--- src/hw/rtl/rflog_pkg.sv ---
package rflog_pkg;

  localparam int DEPTH     = 32;
  localparam int IDX_W     = $clog2(DEPTH);
  localparam int TERM_BITS = 32;

  typedef logic [TERM_BITS-1:0] term_t;
  typedef logic [63:0]          payload_t;
  typedef logic [IDX_W-1:0]     slot_t;

  // status codes
  localparam logic [1:0] ST_ACCEPTED = 2'd0;
  localparam logic [1:0] ST_PREV_MIS = 2'd1;
  localparam logic [1:0] ST_RANGE    = 2'd2;
  localparam logic [1:0] ST_GAP      = 2'd3;

  // result kinds
  localparam logic KIND_STATUS = 1'b0;
  localparam logic KIND_APPLY  = 1'b1;

endpackage

--- src/hw/rtl/raft_follower_log_append_core.sv ---
// Follower log append. A reject (index out of range, previous term mismatch) gives its status
// result from the previous-entry check; a store gives it after the conflict check, the clearing
// of a conflicting run of entries on a term conflict, and the store. Apply results then follow
// one per cycle (one payload memory read per cycle); a new entry is accepted only while idle.
// Receiver cannot stall; each result is shown for exactly one cycle on out_strobe.
// Reset (synchronous, rst_n low): valid marks cleared, next index 0, commit index -1.
module raft_follower_log_append_core (
  input  logic                clk,
  input  logic                rst_n,
  input  logic                start,
  output logic                busy,
  input  logic [5:0]          in_entry_index,
  input  logic [31:0]         in_entry_term,
  input  logic [63:0]         in_entry_payload,
  input  logic [31:0]         in_prev_term,
  input  logic signed [6:0]   in_leader_commit,
  output logic                out_strobe,
  output logic                out_result_kind,
  output logic [1:0]          out_status,
  output logic [5:0]          out_next_expected,
  output logic [4:0]          out_apply_index,
  output logic [63:0]         out_apply_payload,
  output logic                out_last
);

  typedef enum logic [2:0] {
    S_IDLE, S_CHKP, S_CHKC, S_CLR, S_STORE, S_STAT, S_APPLY
  } state_t;

  state_t state_r;

  // log store
  rflog_pkg::term_t    term_mem    [rflog_pkg::DEPTH];
  rflog_pkg::payload_t payload_mem [rflog_pkg::DEPTH];
  logic [rflog_pkg::DEPTH-1:0] valid_r;

  rflog_pkg::term_t    term_rd_r;
  rflog_pkg::payload_t pay_rd_r;
  rflog_pkg::slot_t    term_raddr;
  rflog_pkg::slot_t    pay_raddr;
  logic                mem_we;

  // captured transaction
  logic [5:0]          idx_r;
  rflog_pkg::term_t    term_r;
  rflog_pkg::payload_t pay_r;
  rflog_pkg::term_t    ptrm_r;
  logic signed [6:0]   lc_r;

  logic [5:0]          next_r;
  logic signed [6:0]   commit_r;
  logic [5:0]          clr_r;
  rflog_pkg::slot_t    ci_r;

  logic                out_strobe_r;
  logic                out_kind_r;
  logic [1:0]          out_status_r;
  logic [5:0]          out_next_r;
  logic [4:0]          out_idx_r;
  logic [63:0]         out_pay_r;
  logic                out_last_r;

  logic                accept;
  rflog_pkg::slot_t    slot;
  rflog_pkg::slot_t    prev_slot;
  logic signed [6:0]   idx_s;
  logic signed [6:0]   target;
  logic signed [6:0]   commit_p1;

  assign accept    = start && (state_r == S_IDLE);
  assign busy      = (state_r != S_IDLE);
  assign slot      = idx_r[rflog_pkg::IDX_W-1:0];
  assign prev_slot = slot - rflog_pkg::slot_t'(1);
  assign idx_s     = signed'({1'b0, idx_r});
  assign target    = (lc_r < idx_s) ? lc_r : idx_s;
  assign commit_p1 = commit_r + 7'sd1;
  assign mem_we    = (state_r == S_STORE);

  always_comb begin
    term_raddr = slot;
    if (state_r == S_IDLE) begin
      term_raddr = in_entry_index[rflog_pkg::IDX_W-1:0] - rflog_pkg::slot_t'(1);
    end
    pay_raddr = ci_r + rflog_pkg::slot_t'(1);
    if (state_r == S_STAT) begin
      pay_raddr = commit_p1[rflog_pkg::IDX_W-1:0];
    end
  end

  always_ff @(posedge clk) begin
    if (mem_we) begin
      term_mem[slot]    <= term_r;
      payload_mem[slot] <= pay_r;
    end
    term_rd_r <= term_mem[term_raddr];
    pay_rd_r  <= payload_mem[pay_raddr];
  end

  always_ff @(posedge clk) begin
    if (!rst_n) begin
      state_r      <= S_IDLE;
      valid_r      <= '0;
      next_r       <= '0;
      commit_r     <= -7'sd1;
      out_strobe_r <= 1'b0;
    end else begin
      out_strobe_r <= 1'b0;
      case (state_r)
        S_IDLE: begin
          if (accept) begin
            idx_r   <= in_entry_index;
            term_r  <= in_entry_term[rflog_pkg::TERM_BITS-1:0];
            pay_r   <= in_entry_payload;
            ptrm_r  <= in_prev_term[rflog_pkg::TERM_BITS-1:0];
            lc_r    <= in_leader_commit;
            state_r <= S_CHKP;
          end
        end
        S_CHKP: begin
          // term_rd_r holds the predecessor term here
          if (idx_r >= 6'(rflog_pkg::DEPTH)) begin
            out_strobe_r <= 1'b1;
            out_kind_r   <= rflog_pkg::KIND_STATUS;
            out_status_r <= rflog_pkg::ST_RANGE;
            out_next_r   <= next_r;
            out_idx_r    <= '0;
            out_pay_r    <= '0;
            out_last_r   <= 1'b1;
            state_r      <= S_IDLE;
          end else if (slot != '0 && (!valid_r[prev_slot] || term_rd_r != ptrm_r)) begin
            next_r       <= {1'b0, prev_slot};
            out_strobe_r <= 1'b1;
            out_kind_r   <= rflog_pkg::KIND_STATUS;
            out_status_r <= rflog_pkg::ST_PREV_MIS;
            out_next_r   <= {1'b0, prev_slot};
            out_idx_r    <= '0;
            out_pay_r    <= '0;
            out_last_r   <= 1'b1;
            state_r      <= S_IDLE;
          end else begin
            state_r <= S_CHKC;
          end
        end
        S_CHKC: begin
          if (valid_r[slot] && term_rd_r != term_r) begin
            next_r  <= idx_r;
            clr_r   <= idx_r;
            state_r <= S_CLR;
          end else begin
            state_r <= S_STORE;
          end
        end
        S_CLR: begin
          // drop the run of valid entries starting at the conflict
          if (clr_r < 6'(rflog_pkg::DEPTH) && valid_r[clr_r[rflog_pkg::IDX_W-1:0]]) begin
            valid_r[clr_r[rflog_pkg::IDX_W-1:0]] <= 1'b0;
            clr_r <= clr_r + 6'd1;
          end else begin
            state_r <= S_STORE;
          end
        end
        S_STORE: begin
          valid_r[slot] <= 1'b1;
          if (idx_r >= next_r) begin
            next_r <= idx_r + 6'd1;
          end
          state_r <= S_STAT;
        end
        S_STAT: begin
          out_strobe_r <= 1'b1;
          out_kind_r   <= rflog_pkg::KIND_STATUS;
          out_status_r <= rflog_pkg::ST_ACCEPTED;
          out_next_r   <= next_r;
          out_idx_r    <= '0;
          out_pay_r    <= '0;
          if (target > commit_r) begin
            out_last_r <= 1'b0;
            ci_r       <= commit_p1[rflog_pkg::IDX_W-1:0];
            state_r    <= S_APPLY;
          end else begin
            out_last_r <= 1'b1;
            state_r    <= S_IDLE;
          end
        end
        S_APPLY: begin
          // pay_rd_r holds the payload at ci_r
          out_strobe_r <= 1'b1;
          out_kind_r   <= rflog_pkg::KIND_APPLY;
          out_next_r   <= next_r;
          out_idx_r    <= ci_r;
          if (!valid_r[ci_r]) begin
            out_status_r <= rflog_pkg::ST_GAP;
            out_pay_r    <= '0;
            out_last_r   <= 1'b1;
            state_r      <= S_IDLE;
          end else begin
            out_status_r <= rflog_pkg::ST_ACCEPTED;
            out_pay_r    <= pay_rd_r;
            commit_r     <= signed'({2'b00, ci_r});
            if (ci_r == target[rflog_pkg::IDX_W-1:0]) begin
              out_last_r <= 1'b1;
              state_r    <= S_IDLE;
            end else begin
              out_last_r <= 1'b0;
              ci_r       <= ci_r + rflog_pkg::slot_t'(1);
            end
          end
        end
        default: state_r <= S_IDLE;
      endcase
    end
  end

  assign out_strobe        = out_strobe_r;
  assign out_result_kind   = out_kind_r;
  assign out_status        = out_status_r;
  assign out_next_expected = out_next_r;
  assign out_apply_index   = out_idx_r;
  assign out_apply_payload = out_pay_r;
  assign out_last          = out_last_r;

endmodule
--- config.mk ---
export PLATFORM = sky130hd
export DESIGN_NAME = raft_follower_log_append_core
export DESIGN_NICKNAME = d
export VERILOG_FILES = /design/src/hw/rtl/rflog_pkg.sv /design/src/hw/rtl/raft_follower_log_append_core.sv
export SDC_FILE = /design/constraint.sdc
export NUM_CORES = 2
export LEC_CHECK = 0
export ABC_AREA = 1
export ABC_CLOCK_PERIOD_IN_PS = 27400
export BUFFER_PORTS_ARGS = -buffer_cell sky130_fd_sc_hd__buf_2
export CAP_MARGIN = 25
export CORE_AREA = 5 5 746 748
export DETAILED_ROUTE_END_ITERATION = 12
export DIE_AREA = 0 0 751 753
export PLACE_DENSITY = 0.48
export SLEW_MARGIN = 20
export SYNTH_ARGS = -nofsm -noshare
export SYNTH_HDL_FRONTEND = slang
export SYNTH_SLANG_ARGS = --single-unit
export TNS_END_PERCENT = 50
--- constraint.sdc ---
create_clock -name clk -period 27.4 [get_ports clk]
set_clock_uncertainty 0.05 [all_clocks]
set_input_delay 5.48 -clock clk [delete_from_list [all_inputs] [get_ports clk]]
set_output_delay 5.48 -clock clk [all_outputs]
set_load 0.01 [all_outputs]
== Word-level counts from Yosys, hierarchy flattened ==
Memory sizes are Yosys's and may differ from the RTL's. A register that Yosys moved wholly into a read port is not among the register bits.
Cells that the tools add are included.

* Reductions and logical operators: 27
* Add/sub/neg operators: 6
* Div/mod/pow operators: 0
* Bitwise gates (word level): 3
* Magnitude comparators: 11
* Multiply operators: 0
* Mux-type cells: 64
* Shifts and indexed selects: 0
* Equality and inequality tests: 21

{| class="wikitable"
|+ Operators by type and width
! operator !! count
|-
| 64-bit 2-to-1 mux || 3
|-
| 64-bit one-hot mux with 3 select lines || 1
|-
| 32-bit inequality test || 2
|-
| 32-bit one-hot mux with 2 select lines || 1
|-
| 6-bit 2-to-1 mux || 6
|-
| 5-bit 2-to-1 mux || 7
|-
| 32-bit bitwise AND || 1
|-
| 32-bit 2-to-1 mux || 1
|-
| 32-bit inverter || 1
|-
| 32-bit bitwise OR || 1
|-
| 5-bit by 6-bit less-than comparator with 1-bit output, second input constant || 4
|-
| 6-bit one-hot mux with 2 select lines || 2
|-
| 3-bit one-hot mux with 7 select lines || 1
|-
| 1-bit binary-select mux with 5-bit select || 4
|-
| 3-bit 2-to-1 mux || 6
|-
| 6-bit one-hot mux with 3 select lines || 1
|-
| 1-bit 2-to-1 mux || 17
|-
| 2-bit inequality test, second input constant || 8
|-
| 5-bit one-hot mux with 3 select lines || 1
|-
| 6-bit by 1-bit adder with 6-bit output, second input constant || 2
|-
| 3-bit AND reduction || 4
|-
| 1-bit demux with 5-bit select || 2
|-
| 5-bit by 1-bit >= comparator with 1-bit output, second input constant || 2
|-
| 2-bit 2-to-1 mux || 5
|-
| other kinds (30) || 49
|}

* Bits in latches: 0
* RAM bits: 3072
* Memories: 2
* Logic and storage cells: 152
* Memory bits (read-only): 0
* Flip-flop bits (word level): 280

{| class="wikitable"
|+ Memories
! name !! depth !! width !! read ports !! clocked after Yosys merged registers in !! wr ports !! RTL line !! RTL
|-
| payload_mem || 32 || 64 || 1 || 1 || 1 || raft_follower_log_append_core.sv:34 || <nowiki>rflog_pkg::payload_t payload_mem [rflog_pkg::DEPTH];</nowiki>
|-
| term_mem || 32 || 32 || 1 || 1 || 1 || raft_follower_log_append_core.sv:33 || <nowiki>rflog_pkg::term_t term_mem [rflog_pkg::DEPTH];</nowiki>
|}

== Longest topological paths before layout ==
* Word-level depth: 9
* Gate-level depth with buffers: 25
* Gate-level depth less buffers: 23

== Least setup slack after synthesis ==
No wires, ideal clock.

* Path kind: input -> register
* Start: in rst_n
* End: reg idx_r[0] (enable)
* Setup time: 0.814 ns
* Data required time: 26.536 ns
* Path slack: 11.175 ns
* Buffers on the path: 1
* Data arrival time: 15.361 ns
* Cell stages on the path: 3
* Cells stage by stage: inv_1 clkbuf_1 nor3_1

* Cells in the longest elaborated chain, start to end: 1

{| class="wikitable"
|+ RTL lines
! element !! RTL line !! RTL
|-
| start, declared || raft_follower_log_append_core.sv:9 || <nowiki>input logic rst_n,</nowiki>
|-
| 3-bit AND reduction (no line) || -- ||
|-
| end signal, assigned || raft_follower_log_append_core.sv:111 || <nowiki>idx_r <= in_entry_index;</nowiki>
|-
| end, declared || raft_follower_log_append_core.sv:44 || <nowiki>logic [5:0] idx_r;</nowiki>
|}

Every way passes these cells.
A chain may end at the register's enable or synchronous reset.

== Worst setup path in the final report ==
* Start: in in_entry_index[0]
* End: reg term_rd_r[26] (read register of term_mem)

* Cells in the longest elaborated chain, start to end: 2

{| class="wikitable"
|+ RTL lines
! element !! RTL line !! RTL
|-
| start, declared || raft_follower_log_append_core.sv:12 || <nowiki>input logic [5:0] in_entry_index,</nowiki>
|-
| 5-bit by 1-bit subtractor with 5-bit output || raft_follower_log_append_core.sv:82 || <nowiki>term_raddr = in_entry_index[rflog_pkg::IDX_W-1:0] - rflog_pkg::slot_t'(1);</nowiki>
|-
| 5-bit 2-to-1 mux || raft_follower_log_append_core.sv:81 || <nowiki>if (state_r == S_IDLE) begin</nowiki>
|-
| end, declared || raft_follower_log_append_core.sv:37 || <nowiki>rflog_pkg::term_t term_rd_r;</nowiki>
|}

Every way passes these cells.

==> out/metrics.csv <==
metric,value,unit
power.total,11.45,mW
crit_end,term_rd_r[26]$_DFF_P_,
via_per_inst,4.693,
maxCapViolCount,0,
postCtsSetupRepairBufs,0,
leakage,53.57,nW
fin_tns_setup,0,ns
crit_path_end_kind,flop,
crit_path_top_delay_cell,buf_4,
path_common_cell,buf_4,
status,"complete, no violations",
avgRoutedWirePerCell,24.12,um
cts_buffers,373,
syn_inst,10940,
setup_viol,0,
crit_start,in_entry_index[0],
via_count,87690,
drive_above_1_share,9.252,%
die_x,751,um
grtUsageMet1,21.82,%
crit_cells,14,
hold_depth,2,
timing.final.crit_period,8.894,ns
rows,273,
r2r-start,idx_r[3]$_DFFE_PP_,
synth_seq_area_share,74.66,%
cts_tree,built,
netlist_area,136700,um^2
start_kind,primary input,
root_buffer,clkbuf_16,
cts_sinks,3447,
worst_ir_drop_vdd,46.35,uV
grt_pass1_wl,637400,um
crit_type,in2reg,
finalCritPeriodShare,32.46,%
gp_congestion,0.7784,
pin_count,225,
critPathBufInv,6,
die-area,565500,um^2
grt_pass1_vias,83560,
clk_latency,0.99,ns
cp_top_family,buffers and inverters,
ys_ff_latch,3447,
overflow,0,
drc_errors,0,
tightestPinTransition,1.176,ns
hold_viol_final,0,
avgSynthCellArea,12.50,um^2
required,28.20,ns
dp_hpwl,215400,um
grt_util_all_layers,15.29,%
fmax,0.1124,GHz
cts_max_level,5,
crit_arrival,9.70,ns
ff2ff_path_depth,7,
clock_path_buffers,4,
synth.distinct_cells,41,
syn_nets,11110,
final_antenna_net_count,0,
core-area,549900,um^2
max_stage_delay,0.81,ns
grt_max_degree,197,
report.final.slew_viol_count,0,
final_nets,11250,
drt_iter0_markers,8746,
powerDensity,72.18,nW/um^2
layout-area-overhead-vs-synth,16.03,%
clk_pin_slew,0.06,ns
met2_usage,24.57,%
port_buffers,224,
die_y,753,um
finalWirelength,450600,um
rsz0062_at_grt,false,
reg2reg_to,payload_mem[15][19]$_DFFE_PP_,
crit_fanout,79,
holdWs,0.4366,ns
cts_hold_buffers,0,
start_util,24.86,%
grtUsageMet3,1.831,%
r2r_setup_slack,21.63,ns
n_fill_cell,55990,
ys_warn_count,0,
grt-busiest-layer,met2,
antenna_found_initial,45,
relSlewSlack,21.62,%
post_cts_resized,0,
dr.pass1.iters,5,
min_path_type,reg2reg,
cp_cell_sequence,buf_2 -> inv_1 -> o21ai_4 -> buf_4 -> buf_4 -> buf_4 -> o21ai_0 -> inv_1 -> o21ai_0 -> nand3_1 -> nand3_1 -> nand2_1 -> nand2_1 -> o21ai_1,
routing by layer:
| layer | wire length [um] | up-vias | part of all wire (%) |
|---|---|---|---|
| met5 | 58 | - | 0.013 |
| met4 | 11860 | 10 | 2.6 |
| met3 | 23650 | 545 | 5.2 |
| met2 | 208200 | 2699 | 46 |
| met1 | 206900 | 44760 | 46 |
| li1 | - | 39680 | - |
state kept, by name, indices dropped and copies added, names as in the netlist, 64 cells and up:
register,cells
pay_rd_r,64
pay_r,64
term_mem,1024
out_apply_payload,64
payload_mem,2048
logic make-up (layout without fill, tap and decap cells):
group,Yosys count,in the layout,share of synthesized area [%]
AO/OA/AOI/OAI,2486,2486,9.919
XOR/XNOR,57,57,0.3652
adder cells (fa/ha/maj),30,30,0.2746
buffers and inverters,1218,1671,3.845
flip-flops,3447,3447,74.66
multiplexers,1,1,0.007322
other,0,6,0
AND/OR/NAND/NOR,3700,3700,10.93
cell usage in the layout (no fill, tap or decap), types with 16 or more instances in the layout:
master and count:
inv_1 509, nand3_1 783, buf_8 38, o22ai_1 433
clkinv_2 61, bufinv_16 30, o21ai_1 436, clkinv_1 91
o211ai_1 142, xnor2_1 24, buf_4 160, nor2_1 1327
edfxtp_1 3303, nor2_4 32, xor2_1 33, clkbuf_8 16
a21o_1 65, clkbuf_16 386, ha_1 30, buf_12 29
nand2_1 1531, o21ai_0 1222, clkbuf_1 71, a21oi_1 166
dfxtp_1 144, buf_2 224
through the flow:
step                      area [um^2]  setup WS [ns]  util (%)  std cells
after global placement         145800          17.59     26.51      17940
after CTS                      158100          18.61     28.74      18640
after floorplan                136700          11.18         -      10940
final                          158600          18.51     28.85      18690
after global routing           158600          18.19     28.84      18680
after detailed placement       146000          17.57     26.56      17960
how the worst min path moves through the flow:
| stage | startpoint | to | slack (ns) |
|---|---|---|---|
| global route | next_r[3]$_SDFFE_PN0P_ | next_r[3]$_SDFFE_PN0P_ | 0.45 |
| global placement | next_r[3]$_SDFFE_PN0P_ | next_r[3]$_SDFFE_PN0P_ | 0.41 |
| CTS | next_r[3]$_SDFFE_PN0P_ | next_r[3]$_SDFFE_PN0P_ | 0.43 |
| finish | next_r[3]$_SDFFE_PN0P_ | next_r[3]$_SDFFE_PN0P_ | 0.44 |
| detailed placement | next_r[3]$_SDFFE_PN0P_ | next_r[3]$_SDFFE_PN0P_ | 0.42 |
| floorplan | next_r[1]$_SDFFE_PN0P_ | next_r[1]$_SDFFE_PN0P_ | 0.40 |
power by group:
part	internal [mW]	switching (mW)	total (mW)
Clock	2.90	2.12	5.02
Combinational	0.173	0.394	0.567
Sequential	5.79	0.0725	5.86
Total	8.86	2.59	11.5
synth_stat cells (all sizes together):
master     n  area, um^2
ha        30       375.4
o211ai   142        1066
clkbuf   289        1094
nand4      5       31.28
o21ai   1669        8391
o22ai    433        2709
nand2   1534        5771
nor2    1361        5114
edfxtp  3303       99190
or3        1       6.260
nand3    785        3941
a22oi      3       22.52
o31ai      1       7.510
inv      522        1964
xor2      33       289.0
mux2i      1       10.01
a31oi      4       25.02
a221oi     1       8.760
a21o      65       488.0
a21oi    167       835.8
clkinv     3       11.26
o21a       1       7.510
nor3      13       76.33
dfxtp    144        2883
xnor2     24       210.2
buf      404        2187
or2        1       6.260
worst reg2reg max path, delay by kind of cell, from the launching register on:
kind                   cells  cell delay [ns]
DFF                        1             0.76
and+or+nand+nor            2             1.25
buffers and inverters      5             3.33
area by class of cell:
cell class / instances / area, um^2 / share of cell area (%)
Sequential cell: 3447 / 102100 / 64.34
Multi-Input combinational cell: 6274 / 29760 / 18.76
Clock buffer: 473 / 10150 / 6.396
Tap cell: 7287 / 9117 / 5.748
Timing Repair Buffer: 458 / 3633 / 2.290
Inverter: 525 / 2024 / 1.276
Clock inverter: 215 / 1869 / 1.178
Antenna cell: 6 / 15.01 / 0.009465
Note: power is estimated with default switching activity, not from simulation.
